## src/design/rmq_pkg.sv

```systemverilog
package rmq_pkg;

  // Table geometry and element width
  localparam int TABLE_DEPTH = 1024;
  localparam int VALUE_BITS  = 10;

  // Fixed field widths
  localparam int IDX_BITS  = 10;
  localparam int MEAN_BITS = 10;
  localparam int CMD_BITS  = 2;

  localparam int ADDR_BITS  = $clog2(TABLE_DEPTH);
  localparam int COUNT_BITS = ADDR_BITS + 1;
  localparam int SUM_BITS   = VALUE_BITS + ADDR_BITS;
  localparam int LEN_BITS   = IDX_BITS + 1;
  localparam int STEP_BITS  = $clog2(SUM_BITS + 1);

  typedef enum logic [CMD_BITS-1:0] {
    CMD_APPEND = 2'd0,
    CMD_QUERY  = 2'd1,
    CMD_CLEAR  = 2'd2,
    CMD_NONE   = 2'd3
  } rmq_command_t;

  typedef enum logic [2:0] {
    S_IDLE,
    S_FETCH_HI,
    S_FETCH_LO,
    S_DIVIDE,
    S_REPLY
  } rmq_state_t;

  typedef struct packed {
    logic do_append;
    logic do_clear;
    logic take_query;
    logic latch_hi;
    logic start_div;
    logic push;
  } rmq_cmd_t;

  typedef struct packed {
    logic range_bad;
    logic div_last;
    logic out_free;
  } rmq_status_t;

  // Index field to table address
  function automatic logic [ADDR_BITS-1:0] to_addr(input logic [IDX_BITS-1:0] idx);
    logic [ADDR_BITS+IDX_BITS-1:0] w;
    w = {{ADDR_BITS{1'b0}}, idx};
    return w[ADDR_BITS-1:0];
  endfunction

  // Element field to sum width, keeping only VALUE_BITS bits
  function automatic logic [SUM_BITS-1:0] to_sum(input logic [IDX_BITS-1:0] elem);
    logic [SUM_BITS+IDX_BITS-1:0] w;
    w = {{SUM_BITS{1'b0}}, elem};
    for (int b = 0; b < SUM_BITS + IDX_BITS; b++) begin
      if (b >= VALUE_BITS) begin
        w[b] = 1'b0;
      end
    end
    return w[SUM_BITS-1:0];
  endfunction

  // Quotient to mean field
  function automatic logic [MEAN_BITS-1:0] to_mean(input logic [SUM_BITS-1:0] q);
    logic [SUM_BITS+MEAN_BITS-1:0] w;
    w = {{MEAN_BITS{1'b0}}, q};
    return w[MEAN_BITS-1:0];
  endfunction

endpackage

```

## src/design/rmq_ctrl.sv

```systemverilog
module rmq_ctrl import rmq_pkg::*; (
  input  logic         clk,
  input  logic         rst,
  input  logic         in_valid,
  output logic         in_ready,
  input  logic [CMD_BITS-1:0] command,
  input  rmq_status_t  status,
  output rmq_cmd_t     cmd
);

  rmq_state_t state, state_next;

  always_ff @(posedge clk) begin
    if (rst) begin
      state <= S_IDLE;
    end else begin
      state <= state_next;
    end
  end

  always_comb begin
    state_next = state;
    cmd        = '0;
    in_ready   = 1'b0;
    unique case (state)
      S_IDLE: begin
        in_ready = 1'b1;
        if (in_valid) begin
          unique case (rmq_command_t'(command))
            CMD_APPEND: cmd.do_append = 1'b1;
            CMD_CLEAR:  cmd.do_clear  = 1'b1;
            CMD_QUERY: begin
              cmd.take_query = 1'b1;
              state_next     = status.range_bad ? S_REPLY : S_FETCH_HI;
            end
            default: ;
          endcase
        end
      end
      S_FETCH_HI: begin
        cmd.latch_hi = 1'b1;
        state_next   = S_FETCH_LO;
      end
      S_FETCH_LO: begin
        cmd.start_div = 1'b1;
        state_next    = S_DIVIDE;
      end
      S_DIVIDE: begin
        if (status.div_last) begin
          state_next = S_REPLY;
        end
      end
      S_REPLY: begin
        if (status.out_free) begin
          cmd.push   = 1'b1;
          state_next = S_IDLE;
        end
      end
      default: state_next = S_IDLE;
    endcase
  end

`ifndef SYNTHESIS
  a_ready_idle: assert property (@(posedge clk) disable iff (rst)
    in_ready |-> state == S_IDLE)
    else $error("input taken outside idle");
`endif

endmodule

```

## config.mk

```make
export PLATFORM = sky130hd
export DESIGN_NAME = rmq_ctrl
export DESIGN_NICKNAME = d
export VERILOG_FILES = /design/src/design/rmq_pkg.sv /design/src/design/rmq_ctrl.sv
export SDC_FILE = /design/constraint.sdc
export NUM_CORES = 1
export LEC_CHECK = 0
export BUFFER_PORTS_ARGS = -buffer_cell sky130_fd_sc_hd__buf_2
export CAP_MARGIN = 20
export CORE_AREA = 2 2 39 41
export CTS_BUF_LIST = sky130_fd_sc_hd__clkbuf_16
export CTS_CLUSTER_SIZE = 14
export DETAILED_ROUTE_END_ITERATION = 10
export DIE_AREA = 0 0 41 43
export PLACE_DENSITY = 0.48
export REMOVE_ABC_BUFFERS = 1
export SYNTH_ARGS = -nofsm -noshare
export SYNTH_HDL_FRONTEND = slang
export SYNTH_SLANG_ARGS = --single-unit
export TNS_END_PERCENT = 5
```

## constraint.sdc

```tcl
create_clock -name clk -period 1.1 [get_ports clk]
set_input_delay 0.275 -clock clk [delete_from_list [all_inputs] [get_ports clk]]
set_output_delay 0.275 -clock clk [all_outputs]
set_load 0.005 [all_outputs]
```

# Word-level counts from Yosys, hierarchy flattened

Cells that the tools add are included.

Logic and storage cells: 30
Bits in registers: 3

Eq/ne operators: 10
Reductions and logical operators: 3
Muxes and demuxes: 16

Operators with widths:

| kind                 | number |
|---|---|
| $mux W3              | 7 |
| $pmux W3 S5          | 1 |
| $mux W1              | 8 |
| $eq A3 B2 Y1 const B | 2 |
| $ne A2 B2 Y1 const B | 3 |
| $reduce_and A4 Y1    | 1 |
| $eq A3 B1 Y1 const B | 1 |
| $eq A3 B3 Y1 const B | 1 |
| $logic_not A3 Y1     | 1 |
| $eq A2 B1 Y1 const B | 1 |
| $eq A2 B2 Y1 const B | 1 |
| $logic_not A2 Y1     | 1 |
| $ne A2 B1 Y1 const B | 1 |

# Longest topological paths before layout

Word-level depth: 4
Depth in mapped cells: 4

# Least setup slack after synthesis

Ideal clock, no wire load.

Kind: register to output
Start: register state[2]
End: output port cmd[5] in the netlist's numbering
Data arrival time: 901 ps
Path slack: -76 ps
Cell stages (with the launch flop): 4
Data required time: 825 ps
Path through: dfxtp_1 buf_6 nor3_4 and4bb_2

RTL lines:

| what                     | RTL line       | text |
|---|---|---|
| start: declaration       | rmq_ctrl.sv:11 | `rmq_state_t state, state_next;` |
| start signal: assignment | rmq_ctrl.sv:17 | `state <= state_next;` |
| end: declaration         | rmq_ctrl.sv:8  | `output rmq_cmd_t cmd` |

==> qor.txt <==
run status - complete, but fails checks
violations in the final reports - setup timing
number of core rows - 14
count of max-cap constraint violations - 0
post-synthesis adder-cell area fraction - 0%
Post-Route Skew - 4.183 ps
Critical Path End Type - output port
Power Density - 1612 mW/mm^2
Max IR drop VDD - 0.4044 mV
height of the die - 43 microns
synthesized netlist cell count - 26
Detail Placement HPWL - 507.3 microns
H-tree level count - 1
via count normalized by instance count - 4.328
proportion of synthesized area in mux cells - 0%
slowest library cell on the worst path - sky130_fd_sc_hd__dfxtp_4
global route total overflow - 0
number of buffers inserted during clock tree synthesis - 3
met2 routing resource usage after global routing - 13.75%
post-route cell area - 513.0 sq um
leakage power - 0.2447 nW
ratio of cells with drive above 1 in the final layout - 74.51%
Filler Cell Count - 148
routed wire length - 725 microns
final core utilization - 37.07%
final net count - 60
start point of the critical path - state[0]$_SDFFE_PP0P_
number of clock sinks - 3
kind of launch point of the worst setup path - flop
number of DRC violations after detailed routing - 0
top register by number of flip-flops - state
actual transition at the worst max-transition pin - 235.5 ps
final count of negative-setup-slack endpoints - 8
warning count from the yosys run - 0
compound-gate portion of the synthesized area - 12.44%
maximum number of pins on one net before global-route repair - 9
CP Cell Sequence - nor3_4 > and4bb_2 > buf_2
gpl congestion - 0.6590
fraction of the yosys area taken by sequential cells - 22.12%
footprint of the flip-flops and latches - 71.32 sq um
total of flip-flops plus latches after synthesis - 3
worst min-delay path category - in2reg
aggregate global-route resource usage - 10.52%
Buffers & Inverters on Critical Path - 1
clock root buffer - sky130_fd_sc_hd__clkbuf_16
netlist area before placement - 271.5 sq um
mean routed wirelength per cell - 10.82 microns
clock insertion delay at the later pin of the skew report - 230 ps
post-route worst hold slack - 252.7 ps
number of nets with antenna violations after detailed routing - 0
launching point of the worst reg2reg path - state[2]$_SDFFE_PP0P_
die area - 0.001763 sq mm
launch instance of the worst min-delay path - rst
Final Max Tran Viols - 0
critical path type - reg2out
setup repair after global routing missed its margin - true
post-layout power - 0.8271 mW
Largest delay share family, worst path - simple AND/OR/NAND/NOR gates
flip-flop count of the largest register, all copies and words added - 3
synthesized-area fraction occupied by xor and xnor cells - 0%
largest stage delay on the critical path - 360 ps
normalized max-slew margin - 84.15%
Req. time, crit path - 820 ps
Period Utilization, post-route - 129.8%
main combinational cell family by area after synthesis - simple AND/OR/NAND/NOR gates
setup TNS - -1631 ps
maximum frequency from static timing analysis - 700.5 MHz
growth of design area from synthesis to finish - 88.94%
arrival time of the worst setup path - 1150 ps
horizontal die dimension - 41 microns
number of different library cells in the post-synthesis netlist - 17
clock transition at the registers of the reported paths - 30 ps
average cell area after synthesis - 10.44 sq um
final critical delay including setup and external delays - 1427 ps
wire length of the first global-routing pass - 1255 microns
violation count after the first detailed-routing iteration - 0
effective utilization at floorplan - 19.62%
floorplan core area - 0.001384 sq mm
routing usage on met1 - 14.70%
met3 Use GR - 4.712%
Setup WS post-layout - -327.5 ps
simple logic cell fraction of the synthesized area - 51.61%
biggest regs - state: 3 flops
CTS tree - built
worst slack, placed - -158.0 ps
Post-Layout Cell Count - 67
PortBufs - 14
I/O pin cnt - 15
Final Hold Fails - 0
via count - 290
Detailed Routing Iterations Pass 1 - 1
total area of multi-input combinational cells - 183.9 sq um
Bufs on Longest Clock Path - 2
number of antenna violations at the first check in global routing - 0
number of cells in the design after placement - 61
Max Fanout on Critical Path - 7
antenna diode instance count - 0
via count of the first global-routing pass - 294
cell area after placement - 387.9 sq um
most used routing layer - met1
==> worst reg2reg max path, delay by kind of cell (launching register included) <==
family | cells | cell delay (ps)
AO/OA/AOI/OAI | 2 | 360
flip-flops | 1 | 400
buffers and inverters | 2 | 250
AND/OR/NAND/NOR | 1 | 70
==> layout by cell type (no fill, tap or decap) <==
master / synthesis / layout
sky130_fd_sc_hd__and4b_1: 1 / 1
sky130_fd_sc_hd__a21oi_2: 1 / 1
sky130_fd_sc_hd__o31a_1: 1 / 1
sky130_fd_sc_hd__o211ai_1: 1 / 1
sky130_fd_sc_hd__buf_2: 0 / 13
sky130_fd_sc_hd__nand3b_1: 2 / 2
sky130_fd_sc_hd__and4bb_2: 2 / 2
sky130_fd_sc_hd__nor3b_2: 0 / 2
sky130_fd_sc_hd__nor3_4: 1 / 1
sky130_fd_sc_hd__clkbuf_16: 0 / 3
sky130_fd_sc_hd__buf_6: 3 / 2
sky130_fd_sc_hd__inv_1: 1 / 2
sky130_fd_sc_hd__dfxtp_4: 0 / 3
sky130_fd_sc_hd__nor4bb_4: 1 / 1
sky130_fd_sc_hd__and3_2: 1 / 1
sky130_fd_sc_hd__a211o_1: 1 / 1
sky130_fd_sc_hd__buf_4: 0 / 9
sky130_fd_sc_hd__nand2_1: 1 / 1
sky130_fd_sc_hd__nor2_1: 1 / 1
sky130_fd_sc_hd__nor4_1: 3 / 3
==> metal layers <==
metal | up-vias | part of all wire [%]
met5 | - | 0
met4 | 0 | 0
met3 | 0 | 11
met2 | 17 | 40
met1 | 120 | 49
li1 | 153 | -
==> where the power goes <==
group	leakage [nW]	internal, mW	switching, mW	total, mW
combinational	0.176	0.0829	0.0432	0.126
sequential	0.0267	0.112	0.0144	0.127
clock	0.0423	0.469	0.105	0.574
==> area by class of cell <==
| type | count | share of cell area [%] |
|---|---|---|
| clock buffer | 3 | 14.63 |
| clock inverter | 1 | 0.7317 |
| inverter | 1 | 0.7317 |
| multi-input combinational | 19 | 35.85 |
| sequential | 3 | 13.90 |
| tap | 16 | 3.902 |
| timing repair buffer | 24 | 30.24 |
==> cells in the mapped netlist <==
cell type / n / area (sq um)
sky130_fd_sc_hd__dfxtp_1: 3 / 60.06
sky130_fd_sc_hd__o31a_1: 1 / 8.760
sky130_fd_sc_hd__nor4_1: 3 / 18.77
sky130_fd_sc_hd__a211o_1: 1 / 8.760
sky130_fd_sc_hd__a21oi_2: 1 / 8.760
sky130_fd_sc_hd__nor3_4: 1 / 16.27
sky130_fd_sc_hd__nand3b_1: 2 / 15.01
sky130_fd_sc_hd__nand2_1: 1 / 3.750
sky130_fd_sc_hd__and4bb_2: 2 / 25.02
sky130_fd_sc_hd__and3_2: 1 / 7.510
sky130_fd_sc_hd__o211ai_1: 1 / 7.510
sky130_fd_sc_hd__inv_1: 1 / 3.750
sky130_fd_sc_hd__nor3b_1: 2 / 15.01
sky130_fd_sc_hd__nor2_1: 1 / 3.750
sky130_fd_sc_hd__and4b_1: 1 / 10.01
sky130_fd_sc_hd__buf_6: 3 / 33.78
sky130_fd_sc_hd__nor4bb_4: 1 / 25.02
==> repair_timing <==
item | 4_1_cts | 5_1_grt
buffers inserted | 1 | 1
resized for setup | 11 | 0
endpoints found under the setup margin | 9 | 8
hold buffers | 0 | 0
pin swaps | 2 | 3
==> kinds of logic (layout without fill, tap and decap cells) <==
group,count (synthesis),after routing
simple gates,15,15
buf+inv,4,29
compound gates,4,4
flops,3,3
==> worst paths after layout <==
check	slack, ps	end	depth (start not counted)
max	-330	cmd[5]	3
min	250	state[1]$_SDFFE_PP0P_	2
max reg2reg	-30	state[2]$_SDFFE_PP0P_	5
min reg2reg	510	state[1]$_SDFFE_PP0P_	1
No activity file was read; power rests on OpenSTA's default activity.
